<file path="config.mk">
export PLATFORM = sky130hd
export DESIGN_NAME = mptt_ctrl
export DESIGN_NICKNAME = d
export VERILOG_FILES = /design/src/rtl/core/mptt_pkg.sv /design/src/rtl/core/mptt_ctrl.sv
export SDC_FILE = /design/constraint.sdc
export NUM_CORES = 1
export LEC_CHECK = 0
export BUFFER_PORTS_ARGS = -buffer_cell sky130_fd_sc_hd__clkbuf_2
export CORE_AREA = 2 2 39 41
export CTS_BUF_LIST = sky130_fd_sc_hd__clkbuf_4 sky130_fd_sc_hd__clkbuf_8
export DETAILED_ROUTE_END_ITERATION = 8
export DIE_AREA = 0 0 41 43
export GPL_TIMING_DRIVEN = 0
export PLACE_DENSITY_LB_ADDON = 0.25
export SLEW_MARGIN = 30
export SYNTH_ARGS = -nofsm -noshare
export SYNTH_HDL_FRONTEND = slang
export SYNTH_SLANG_ARGS = --single-unit
</file>
<file path="constraint.sdc">
create_clock -name clk -period 2 [get_ports clk]
set_input_delay 0.1 -clock clk [delete_from_list [all_inputs] [get_ports clk]]
set_output_delay 0.1 -clock clk [all_outputs]
set_load 0.02 [all_outputs]
</file>
<file path="src/rtl/core/mptt_pkg.sv">
`default_nettype none

package mptt_pkg;

  // field widths of the item and register formats
  localparam int unsigned COORD_W  = 16;
  localparam int unsigned FPS_W    = 10;
  localparam int unsigned SPD_W    = 16;
  localparam int unsigned SIZE_W   = 16;
  localparam int unsigned DATA_W   = 32;
  localparam int unsigned ADDR_W   = 3;

  // default number of fraction bits in a stored coordinate
  localparam int unsigned FRAC_BITS_DEF = 16;

  // reduced offset keeps 8 fraction bits, so it always spans 25 bits
  localparam int unsigned R_FRAC   = 8;
  localparam int unsigned R_W      = COORD_W + 1 + R_FRAC;
  localparam int unsigned SUM_W    = 2 * R_W;
  localparam int unsigned LEN_W    = SUM_W / 2;
  localparam int unsigned THR_W    = SIZE_W - 1 + R_FRAC;
  localparam int unsigned THR2_W   = 2 * THR_W;

  // unit vector scale and its products
  localparam int unsigned UNIT_SHIFT = 30;
  localparam int unsigned U_W        = UNIT_SHIFT + 1;
  localparam int unsigned P_W        = U_W + SPD_W;

  localparam int unsigned LANES = 2;

  // item opcodes
  localparam logic OP_STEP = 1'b0;
  localparam logic OP_SET  = 1'b1;

  // register map, selected by paddr[2]
  typedef enum logic {
    REG_MOVE_SPEED  = 1'b0,
    REG_OBJECT_SIZE = 1'b1
  } reg_idx_t;

  localparam logic [SPD_W-1:0]  MOVE_SPEED_RST  = SPD_W'(1);
  localparam logic [SIZE_W-1:0] OBJECT_SIZE_RST = '0;

  typedef struct packed {
    logic                       opcode;
    logic signed [COORD_W-1:0]  target_x;
    logic signed [COORD_W-1:0]  target_y;
    logic        [FPS_W-1:0]    frame_rate;
  } in_item_t;

  typedef struct packed {
    logic signed [COORD_W-1:0]  pos_x;
    logic signed [COORD_W-1:0]  pos_y;
    logic                       moved;
  } out_item_t;

  // controller to datapath
  typedef struct packed {
    logic load;
    logic sq_en;
    logic tst_en;
    logic sqrt_start;
    logic divu_start;
    logic mul_en;
    logic divs_start;
    logic commit;
  } dp_cmd_t;

  // datapath to controller
  typedef struct packed {
    logic is_set;
    logic pass;
    logic sqrt_done;
    logic divu_done;
    logic divs_done;
  } dp_sts_t;

endpackage

`default_nettype wire

</file>
<file path="src/rtl/core/mptt_ctrl.sv">
`default_nettype none

module mptt_ctrl import mptt_pkg::*; (
  input  wire logic    clk,
  input  wire logic    rst_n,
  input  wire logic    in_valid,
  output logic         in_ready,
  output logic         out_valid,
  input  wire logic    out_ready,
  output dp_cmd_t      cmd,
  input  wire dp_sts_t sts
);

  typedef enum logic [3:0] {
    ST_IDLE,
    ST_SQUARE,
    ST_TEST,
    ST_CHECK,
    ST_SQRT,
    ST_DIVU,
    ST_KICK,
    ST_DIVS,
    ST_COMMIT
  } state_t;

  state_t state_r, state_nxt;
  logic   out_valid_r, out_valid_nxt;
  logic   slot_free;

  assign slot_free = !out_valid_r || out_ready;

  // sequencing of one item through the datapath
  always_comb begin
    state_nxt     = state_r;
    out_valid_nxt = out_valid_r && !out_ready;
    cmd           = '0;
    in_ready      = 1'b0;
    case (state_r)
      ST_IDLE: begin
        in_ready = 1'b1;
        if (in_valid) begin
          cmd.load  = 1'b1;
          state_nxt = ST_SQUARE;
        end
      end
      ST_SQUARE: begin
        if (sts.is_set) begin
          state_nxt = ST_COMMIT;
        end else begin
          cmd.sq_en = 1'b1;
          state_nxt = ST_TEST;
        end
      end
      ST_TEST: begin
        cmd.tst_en = 1'b1;
        state_nxt  = ST_CHECK;
      end
      ST_CHECK: begin
        if (sts.pass) begin
          cmd.sqrt_start = 1'b1;
          state_nxt      = ST_SQRT;
        end else begin
          state_nxt = ST_COMMIT;
        end
      end
      ST_SQRT: begin
        if (sts.sqrt_done) begin
          cmd.divu_start = 1'b1;
          state_nxt      = ST_DIVU;
        end
      end
      ST_DIVU: begin
        if (sts.divu_done) begin
          cmd.mul_en = 1'b1;
          state_nxt  = ST_KICK;
        end
      end
      ST_KICK: begin
        cmd.divs_start = 1'b1;
        state_nxt      = ST_DIVS;
      end
      ST_DIVS: begin
        if (sts.divs_done) begin
          state_nxt = ST_COMMIT;
        end
      end
      ST_COMMIT: begin
        if (slot_free) begin
          cmd.commit    = 1'b1;
          out_valid_nxt = 1'b1;
          state_nxt     = ST_IDLE;
        end
      end
      default: begin
        state_nxt = ST_IDLE;
      end
    endcase
  end

  always_ff @(posedge clk) begin
    if (!rst_n) begin
      state_r     <= ST_IDLE;
      out_valid_r <= 1'b0;
    end else begin
      state_r     <= state_nxt;
      out_valid_r <= out_valid_nxt;
    end
  end

  assign out_valid = out_valid_r;

endmodule

`default_nettype wire

</file>
; ---- Word-level counts from Yosys, hierarchy flattened
; Index checks and enable logic that the tools add are counted.
[classes]
muxes = 25
n_reduce_logical = 6
n_eq_ne = 13
[ops]
columns = op, n
row1 = $pmux W4 S9, 1
row2 = $mux W4, 7
row3 = $mux W1, 17
row4 = $eq A4 B3 Y1 const B, 4
row5 = $ne A2 B2 Y1 const B, 5
row6 = $eq A4 B2 Y1 const B, 2
row7 = $reduce_and A5 Y1, 1
row8 = $eq A4 B1 Y1 const B, 1
row9 = $eq A4 B4 Y1 const B, 1
row10 = $logic_not A4 Y1, 1
row11 = $logic_not A1 Y1, 2
row12 = $logic_and A1 B1 Y1, 1
row13 = $logic_or A1 B1 Y1, 1
[word_totals]
wordCells = 46
regBits = 5
out_inout_bits = 10

; ---- Longest topological paths before layout
; Gate-level depths: netlist (run 1).
[depth]
depth_word = 4
depth_mapped = 5
mapped_depth_nobuf = 4

; ---- Worst setup path after synthesis (run 1)
; OpenSTA, ideal clock, no wires.
[synth_timing]
path_kind = reg2reg
from = register state_r[0]
to = register state_r[0]
setup_ns = 0.115
arrival_ns = 1.609
path_slack_ns = 0.277
path_buffers = 0
path_stages_with_launch = 5
required_time_ns = 1.885
cell_sequence = dfxtp_1 nor4_2 a222oi_1 and3_1 o21a_1
[synth_via]
elab_chain_len = 3
word_cells_on_any_way = 16
classes_between = 13 x eq/ne / 1 x mux / 2 x reduce/logical
[synth_lines]
columns = element, line_no
row1 = from (decl), mptt_ctrl.sv:26  ; state_t state_r, state_nxt;
row2 = from (signal assigned), mptt_ctrl.sv:105  ; state_r <= state_nxt;
row3 = $eq A4 B4 Y1 (tied with other cells), mptt_ctrl.sv:38  ; case (state_r)
row4 = $ne A2 B2 Y1 (no source line), n/a
row5 = $reduce_and A5 Y1 (no source line), n/a
; Several ways; a longest one is shown, not always the timed one.
; A chain may end at the register's enable or synchronous reset.

; ---- Worst setup path in the final report (run 1)
[layout_timing]
from = register state_r[1]
to = register state_r[2]
; Same word-level chain as after synthesis.

==> results.cfg, run 1 <==
[clock_network]
clock_tree.buffer_depth = 2
hold_buffers = 0
cts_max_level = 1
tritoncts_clock_tree = done
post_cts_resize_count = 0
clk-insertion-delay-late_ns = 0.24
clock_pin_slew_on_the_worst_setup_and_hold_paths_ns = 0.04
total_setup_buffers_inserted_after_cts = 0
cts.sinks = 5
root_buffer = clkbuf_4
cts_buffers = 3

[synthesis]
postSynthAreaPerCell_um2 = 8.22
synth_sequential_area_ratio = 0.230
synth_nets = 62
total_of_warnings_raised_by_yosys = 0
synthesis.area_um2 = 435
netlist.area_leader.share = 0.230
synth_area_leaders = dfxtp_1 23%, nor2b_1 5.7%, nand2_1 5.2%
count_of_unique_library_cells_instantiated_by_yosys = 31
synth_largest_area_cell = dfxtp_1
synthesized_instance_count = 53
synth-seq-cells = 5

[route]
route.detailed.drc = 0
post_drt_via_cell_ratio = 4.98
dr_total_vias = 453
route.final.wire_length_um = 949
iteration_count_of_the_initial_detailed_routing_pass = 6
drt_iter0_drc = 13
routedWlPerCell_um = 10.4
ant_nets = 0

[timing]
hold_violations = 0
totalNegativeSetupSlack_ns = 0
timing.final.crit_period_ns = 1.83
unrepaired_setup_endpoints_after_global_routing = no
maxSlewHeadroom = 0.593
report.final.slew_viol_count = 0
setup_viol = 0
fin_worst_skew_ns = 0.00340
slew_at_the_pin_closest_to_its_max_slew_limit_ns = 0.611
maxClockFrequency_mhz = 547
fin_crit_share = 0.914

[power_and_ir_drop]
combinationalPowerShare = 0.611
intPower_uw = 427
power.ir.vdd_worst_v = 0.000485
p_clk_frac = 0.166
p_sw_frac = 0.443
power.sequential.fraction = 0.223
p_leak_uw = 0.000272
power_density_relative_to_cell_area_nw_per_um2 = 1330
total_switching_power_uw = 340

[global_route]
grt-ovfl-total = 0
grt_pass1_wl_mm = 1.32
first_global_vias = 347
global_route.usage.total = 0.109
grt_start_max_net_pins = 11
grt_antenna_before_repair = 0

[critical_path]
arrival_ns = 1.95
required_ns = 2.12
crit_path_start_kind = register
timing.critical_path.to_type = register
slowest_delay_ns = 0.58
crit_path_max_fanout = 10
setup.worst_path.class = reg -> reg
standard_cell_with_the_maximum_stage_delay_on_the_critical_path = a222oi_1
worstSetupStartpoint = state_r[1]
worst_path_cell_trace = buf_4 -> nor4b_2 -> a222oi_1 -> nand2_1 -> o2111a_1
timing.rr.start = state_r[1]

[floorplan]
floorplan.rows = 14
fp.dieH_um = 43
design.die.area_um2 = 1760
ios = 19
dieWidth_um = 41
initial_utilization = 0.315
core_area_um2 = 1380

[worst_hold_path]
holdCritPathClass = in -> reg
start_point_of_the_worst_min_delay_path = rst_n

[finish]
finish.net_count = 85
fin_area_um2 = 576
diodes = 0
flow.area_growth_from_synthesis_pct = 32.2
final_layout_size_suffix_gt1_frac = 0.373
final_core_utilization = 0.416

[placement]
detailedPlacementHpwl_um = 769
place.gp.congestion = 0.731
port_buffers = 18
dpl-instance-area_um2 = 546

[job]
cap_viol_max_count = 0

[run_status]
outcome = complete, no violations
path summary, 6_finish.rpt:
| check | end | slack [ns] | depth (start not counted) |
|---|---|---|---|
| hold / removal | state_r[0] | 0.14 | 2 |
| setup / recovery | state_r[2] | 0.17 | 5 |
| setup reg to reg | state_r[2] | 0.17 | 5 |
| hold reg to reg | state_r[3] | 0.62 | 2 |
critical path: cells and delay by family, from the launching register on:
family / cells / cell delay [ns]
compound gates: 2 / 0.86
simple gates: 2 / 0.28
buf+inv: 1 / 0.19
flops: 1 / 0.39
Yosys cell counts:
cell       count
and3_1         1
o21ai_1        2
nor3_1         2
nor2_1         3
dfxtp_1        5
a222oi_1       1
or4bb_1        1
nor4_2         1
o211a_1        1
and3b_1        1
nor3b_1        1
nand2_1        6
o2111a_1       1
clkbuf_1       1
o32ai_2        1
nor4b_2        1
buf_4          1
nand4b_1       1
nand3b_1       2
buf_2          2
and4b_1        1
inv_1          2
a21oi_1        1
a21boi_1       1
nand4bb_1      1
nor2b_1        4
o21a_1         2
nand2b_1       1
nor4bb_1       2
and2_1         2
a21boi_0       1
routing by layer:
| layer | wire length, um | GRT usage | up-vias | part of all wire |
|---|---|---|---|---|
| li1 | - | - | 243 | - |
| met1 | 431 | 0.135 | 202 | 0.45 |
| met2 | 487 | 0.172 | 8 | 0.51 |
| met3 | 30 | 0.0314 | 0 | 0.032 |
| met4 | 0 | 0.0400 | 0 | 0 |
| met5 | 0 | 0 | - | 0 |
area by class of cell:
class                   instances  area, um2
inverters                       2       7.51
flip-flops and latches          5        100
clock buffers                   4       30.0
plain buffers                   4       21.3
repair buffers                 18       90.1
fillers                       150        808
well taps                      16       20.0
multi-input cells              42        307
kinds of logic after synthesis:
kind of cell           after synthesis  synth area share
AO/OA/AOI/OAI                       11             0.213
buffers and inverters                6            0.0661
flip-flops                           5             0.230
AND/OR/NAND/NOR                     31             0.491
sequential cells by signal (all words and copies together) (netlist names):
| name | cells |
|---|---|
| state_r | 4 |
| out_valid | 1 |
layout by cell type, fill, tap and decap left out, drive strengths merged:
| cell type | instances |
|---|---|
| a21oi | 1 |
| nor4b | 1 |
| nor4 | 1 |
| nand4b | 1 |
| nand2 | 6 |
| o32ai | 1 |
| o21ai | 2 |
| nor2 | 3 |
| and3b | 1 |
| and3 | 1 |
| dfxtp | 5 |
| nor4bb | 2 |
| o21a | 2 |
| inv | 2 |
| and2 | 2 |
| o2111a | 1 |
| nand4bb | 1 |
| nand2b | 1 |
| o211a | 1 |
| or4bb | 1 |
| nor3b | 1 |
| a222oi | 1 |
| buf | 3 |
| nor3 | 2 |
| a21boi | 2 |
| clkbuf | 23 |
| nand3b | 2 |
| and4b | 1 |
| nor2b | 4 |
power groups by stage:
stage / clock (uW) / sequential (uW) / combinational, uW
final: 128 / 171 / 469
after global routing: 142 / 176 / 510
after CTS: 134 / 170 / 471
after detailed placement: 0 / 173 / 469
after global placement: 0 / 172 / 467
after floorplan: 0 / 165 / 362
metrics by stage:
| step | power, uW | std cells | hold slack (ns) | setup slack (ns) |
|---|---|---|---|---|
| after floorplan | 527 | 53 | 0.218 | 0.277 |
| after detailed placement | 641 | 87 | 0.387 | 0.229 |
| after global placement | 639 | 87 | 0.393 | 0.290 |
| after global routing | 828 | 91 | 0.144 | 0.117 |
| after CTS | 776 | 91 | 0.131 | 0.204 |
| final | 768 | 91 | 0.136 | 0.172 |
(Power assumes the default switching activity.)
==> run 2, diff against run 1 <==
- clock period: 2 -> 1.8 ns (I/O delays scaled with it)
==> run 2 against run 1 <==
- worst hold slack got worse by 0.018 ns
- sequential share of layout area increased by 0.055 points
- global-route usage did not move
- cell count unchanged
- cell area rose by 2.2%
- maximum frequency rose by 3.4%
- first-iteration DRC count fell by 77%
- utilization up 0.90 points
- largest power group unchanged
==> results.cfg, run 2 (synthesis results as in run 1) <==
[run_status]
outcome = complete, no violations

[finish]
final_layout_size_suffix_gt1_frac = 0.400
most_common_cell_after_layout_fill_and_taps_aside = clkbuf_2
fin_area_um2 = 588
finish.net_count = 85
max_flop_register = state_r
diodes = 0
largest_register_ffs = 4
layout.cells.most_common_list = 18 x clkbuf_2, 6 x nand2_1, 4 x nor2b_1, 4 x clkbuf_4
flow.area_growth_from_synthesis_pct = 35.1
final_core_utilization = 0.425

[clock_network]
cts.sinks = 5
cts_max_level = 1
cts_buffers = 3
root_buffer = clkbuf_4
post_cts_resize_count = 0
clock_pin_slew_on_the_worst_setup_and_hold_paths_ns = 0.04
hold_buffers = 0
tritoncts_clock_tree = done
clk-insertion-delay-late_ns = 0.24
clock_tree.buffer_depth = 2
total_setup_buffers_inserted_after_cts = 0

[route]
drt_iter0_drc = 3
route.detailed.drc = 0
post_drt_via_cell_ratio = 4.93
ant_nets = 0
iteration_count_of_the_initial_detailed_routing_pass = 4
route.final.wire_length_um = 946
routedWlPerCell_um = 10.4
dr_total_vias = 449

[critical_path]
crit_path_start_kind = register
arrival_ns = 1.89
timing.critical_path.to_type = register
timing.rr.start = state_r[2]
worst-path-buf-inv = 1
setup.worst_path.class = reg -> reg
crit_path_max_fanout = 10
required_ns = 1.92
timing.critical_path.max_delay_family = compound AO/OA/AOI/OAI gates
worst_path_cell_trace = buf_2 -> nor4bb_1 -> a222oi_1 -> nand2_1 -> o2111a_1
worstSetupStartpoint = state_r[2]
standard_cell_with_the_maximum_stage_delay_on_the_critical_path = a222oi_1
slowest_delay_ns = 0.49

[placement]
dpl-instance-area_um2 = 546
place.gp.congestion = 0.731
detailedPlacementHpwl_um = 769
port_buffers = 18

[timing]
unrepaired_setup_endpoints_after_global_routing = yes
maxSlewHeadroom = 0.588
maxClockFrequency_mhz = 566
slew_at_the_pin_closest_to_its_max_slew_limit_ns = 0.618
timing.final.crit_period_ns = 1.77
fin_worst_skew_ns = 0.00381
hold_violations = 0
setup_viol = 0
report.final.slew_viol_count = 0
fin_crit_share = 0.982

[global_route]
grt_start_max_net_pins = 11
grt-ovfl-total = 0
global_route.usage.total = 0.109
first_global_vias = 347
grt_antenna_before_repair = 0
grt_pass1_wl_mm = 1.32

[power_and_ir_drop]
power_density_relative_to_cell_area_nw_per_um2 = 1480
p_leak_uw = 0.000274
power_uw = 870
power.ir.vdd_worst_v = 0.000547

[floorplan]
ios = 19
initial_utilization = 0.315
fp.dieH_um = 43
floorplan.rows = 14
design.die.area_um2 = 1760
dieWidth_um = 41
core_area_um2 = 1380

[worst_hold_path]
start_point_of_the_worst_min_delay_path = rst_n
holdCritPathClass = in -> reg

[job]
cap_viol_max_count = 0
-- run 2: where the power goes --
group / leakage, uW / switching (uW) / internal (uW)
clock: 0.0000184 / 43.6 / 98.7
sequential: 0.0000416 / 46.6 / 150
combinational: 0.000214 / 291 / 240
-- run 2: layout make-up --
| type | instances | area [um2] |
|---|---|---|
| Buffer | 4 | 31.3 |
| Timing Repair Buffer | 18 | 90.1 |
| Multi-Input combinational cell | 42 | 307 |
| Sequential cell | 5 | 103 |
| Clock buffer | 4 | 30.0 |
| Inverter | 2 | 7.51 |
| Fill cell | 151 | 796 |
| Tap cell | 16 | 20.0 |
-- run 2: final timing paths --
check	endpoint	depth (start not counted)	slack [ns]
max	state_r[2]	5	0.03
min	state_r[0]	2	0.12
max reg2reg	state_r[2]	5	0.03
min reg2reg	state_r[3]	2	0.57
-- run 2: stage by stage --
stage                     setup WS, ns  cells  hold WS [ns]  TNS (ns)
after floorplan                 0.0767     53         0.208         0
after global placement          0.0895     87         0.383         0
after detailed placement        0.0294     87         0.377         0
after CTS                      0.00420     91         0.121         0
after global routing           -0.0142     91         0.127   -0.0142
final                           0.0328     91         0.118         0
-- run 2: metal layers --
layer  wire (um)  vias to the layer above  global-route usage
li1            -                      242                   -
met1         440                      199               0.135
met2         476                        8               0.172
met3          30                        0              0.0314
met4           0                        0              0.0400
met5           0                        -                   0
==> run 3, diff against run 2 <==
==> constraint.sdc (replaced) <==
create_clock -name clk -period 1.8 [get_ports clk]
set_input_delay 0.18 -clock clk [delete_from_list [all_inputs] [get_ports clk]]
set_output_delay 0.18 -clock clk [all_outputs]
set_load 0.02 [all_outputs]
==> run 3 against run 2 <==
- total power up 0.44%
- clock skew stayed put
- wire length increased by 2.1%
- sequential share of layout area decreased by 0.074 points
- non-clock buffer count stayed put
- cell area up 0.43%
- setup slack lost 0.024 ns
- cell count stayed put
- flip-flop and latch count did not move
- combinational power grew 0.9%
- sequential power barely moved
- maximum frequency decreased by 1.3%
==> results.cfg, run 3 (synthesis results as in run 1) <==
[timing]
fin_worst_skew_ns = 0.00381
maxClockFrequency_mhz = 558
slew_at_the_pin_closest_to_its_max_slew_limit_ns = 0.621
fin_crit_share = 0.995
postLayoutSetupSlackWorst_ns = 0.00916
holdWs_ns = 0.208
timing.final.crit_period_ns = 1.79
report.final.slew_viol_count = 0
setup_viol = 0
unrepaired_setup_endpoints_after_global_routing = yes
totalNegativeSetupSlack_ns = 0
hold_violations = 0
maxSlewHeadroom = 0.586

[finish]
most_common_cell_after_layout_fill_and_taps_aside = clkbuf_2
largest_register_ffs = 4
layout.cells.most_common_list = 18 x clkbuf_2, 6 x nand2_1, 4 x nor2b_1, 4 x clkbuf_4
diodes = 0
flow.area_growth_from_synthesis_pct = 35.6
max_flop_register = state_r
finish.net_count = 85
layout.filler_cells = 153
post_layout_nonfiller_instances = 91
final_layout_size_suffix_gt1_frac = 0.413

[worst_hold_path]
start_point_of_the_worst_min_delay_path = rst_n
hold_path_end = state_r[0]
min_delay_path_depth = 2
holdCritPathClass = in -> reg

[route]
route.detailed.drc = 0
iteration_count_of_the_initial_detailed_routing_pass = 3
met2RoutedLength_um = 493
m1WireLength_um = 443
dr_total_vias = 454
top_signal_layer_used = met3
ant_nets = 0
drt_iter0_drc = 4
route.final.wire_length_um = 966
post_drt_via_cell_ratio = 4.99
met3_wl_um = 30
routedWlPerCell_um = 10.6

[global_route]
grt-ovfl-total = 0
global_route.usage.total = 0.109
grt_pass1_wl_mm = 1.32
grt_antenna_before_repair = 0
first_global_vias = 347
grt_start_max_net_pins = 11

[clock_network]
tritoncts_clock_tree = done
root_buffer = clkbuf_4
cts_max_level = 1
clock_pin_slew_on_the_worst_setup_and_hold_paths_ns = 0.04
cts.sinks = 5
clock_tree.buffer_depth = 2
hold_buffers = 0
clk-insertion-delay-late_ns = 0.24
cts_buffers = 3

[power_and_ir_drop]
power_uw = 874
p_leak_uw = 0.000274
power.ir.vdd_worst_v = 0.000547
power.sequential.fraction = 0.224
p_sw_frac = 0.438
intPower_uw = 491
p_clk_frac = 0.163
combinationalPowerShare = 0.613
total_switching_power_uw = 383
power_density_relative_to_cell_area_nw_per_um2 = 1480

[floorplan]
initial_utilization = 0.315
floorplan.rows = 14
ios = 19
fp.dieH_um = 43
design.die.area_um2 = 1760
core_area_um2 = 1380
dieWidth_um = 41

[critical_path]
timing.critical_path.to_type = register
standard_cell_with_the_maximum_stage_delay_on_the_critical_path = a222oi_1
arrival_ns = 1.92
worst_path_cell_trace = buf_2 -> nor4bb_2 -> a222oi_1 -> nand2_1 -> o2111a_1
timing.rr.start = state_r[2]
crit_path_start_kind = register
required_ns = 1.92
worstSetupStartpoint = state_r[2]
timing.reg2reg.setup_slack_ns = 0.009
setup.worst_path.class = reg -> reg
rr_endpoint = state_r[2]
crit_path_max_fanout = 10
worst_reg2reg_path_length_in_cells = 5
slowest_delay_ns = 0.49

[placement]
detailedPlacementHpwl_um = 769
port_buffers = 18
placed_cells = 87
post-place-ws_ns = 0.0294
place.gp.congestion = 0.731

[job]
cap_viol_max_count = 0

[run_status]
outcome = complete, no violations
## run 3: cell count changes in the layout (fill, tap and decap cells not counted)
cell,delta
buf_4,+1
nor4bb_1,-1
buf_6,-1
nor4bb_2,+1
## run 3: layout make-up
class | instances | area (um2) | share of cell area
Clock buffer | 4 | 30.0 | 0.0508
Tap cell | 16 | 20.0 | 0.0339
Inverter | 2 | 7.51 | 0.0127
Timing Repair Buffer | 18 | 90.1 | 0.153
Sequential cell | 5 | 103 | 0.174
Multi-Input combinational cell | 42 | 313 | 0.530
Buffer | 4 | 27.5 | 0.0466
## run 3: power groups by stage
| stage | Sequential [uW] | Combinational [uW] | Clock, uW |
|---|---|---|---|
| 2_1_floorplan | 184 | 402 | 0 |
| 3_3_place_gp | 191 | 519 | 0 |
| 3_5_place_dp | 192 | 521 | 0 |
| 4_1_cts | 189 | 524 | 149 |
| 5_1_grt | 201 | 581 | 158 |
| 6_report | 196 | 536 | 142 |
## run 3: repair_timing
action                     CTS  global route
setup buffers                0             0
resized for setup            0             6
setup endpoints to repair    0             5
## run 3: metal layers
metal / up-vias / GRT usage
met2: 8 / 0.172
met5: - / 0
met1: 204 / 0.135
met3: 0 / 0.0314
li1: 242 / -
met4: 0 / 0.0400
## run 3: critical path: cells and delay by family, from the launching register on
kind,cells,cell delay (ns)
AOI/OAI and AO/OA,2,0.78
and+or+nand+nor,2,0.39
buffers and inverters,1,0.18
DFF,1,0.33
## run 3: worst max-delay path by stage
stage	end	slack, ns	depth (start not counted)
after floorplan	state_r[0]	0.08	4
after global placement	state_r[2]	0.09	5
after detailed placement	state_r[2]	0.03	5
after CTS	state_r[2]	0.004	5
after global routing	state_r[2]	-0.02	5
final	state_r[2]	0.009	5
## run 3: through the flow
stage / util / cell area [um2]
2_1_floorplan: - / 435
3_3_place_gp: 0.394 / 546
3_5_place_dp: 0.394 / 546
4_1_cts: 0.416 / 576
5_1_grt: 0.427 / 591
6_report: 0.427 / 591
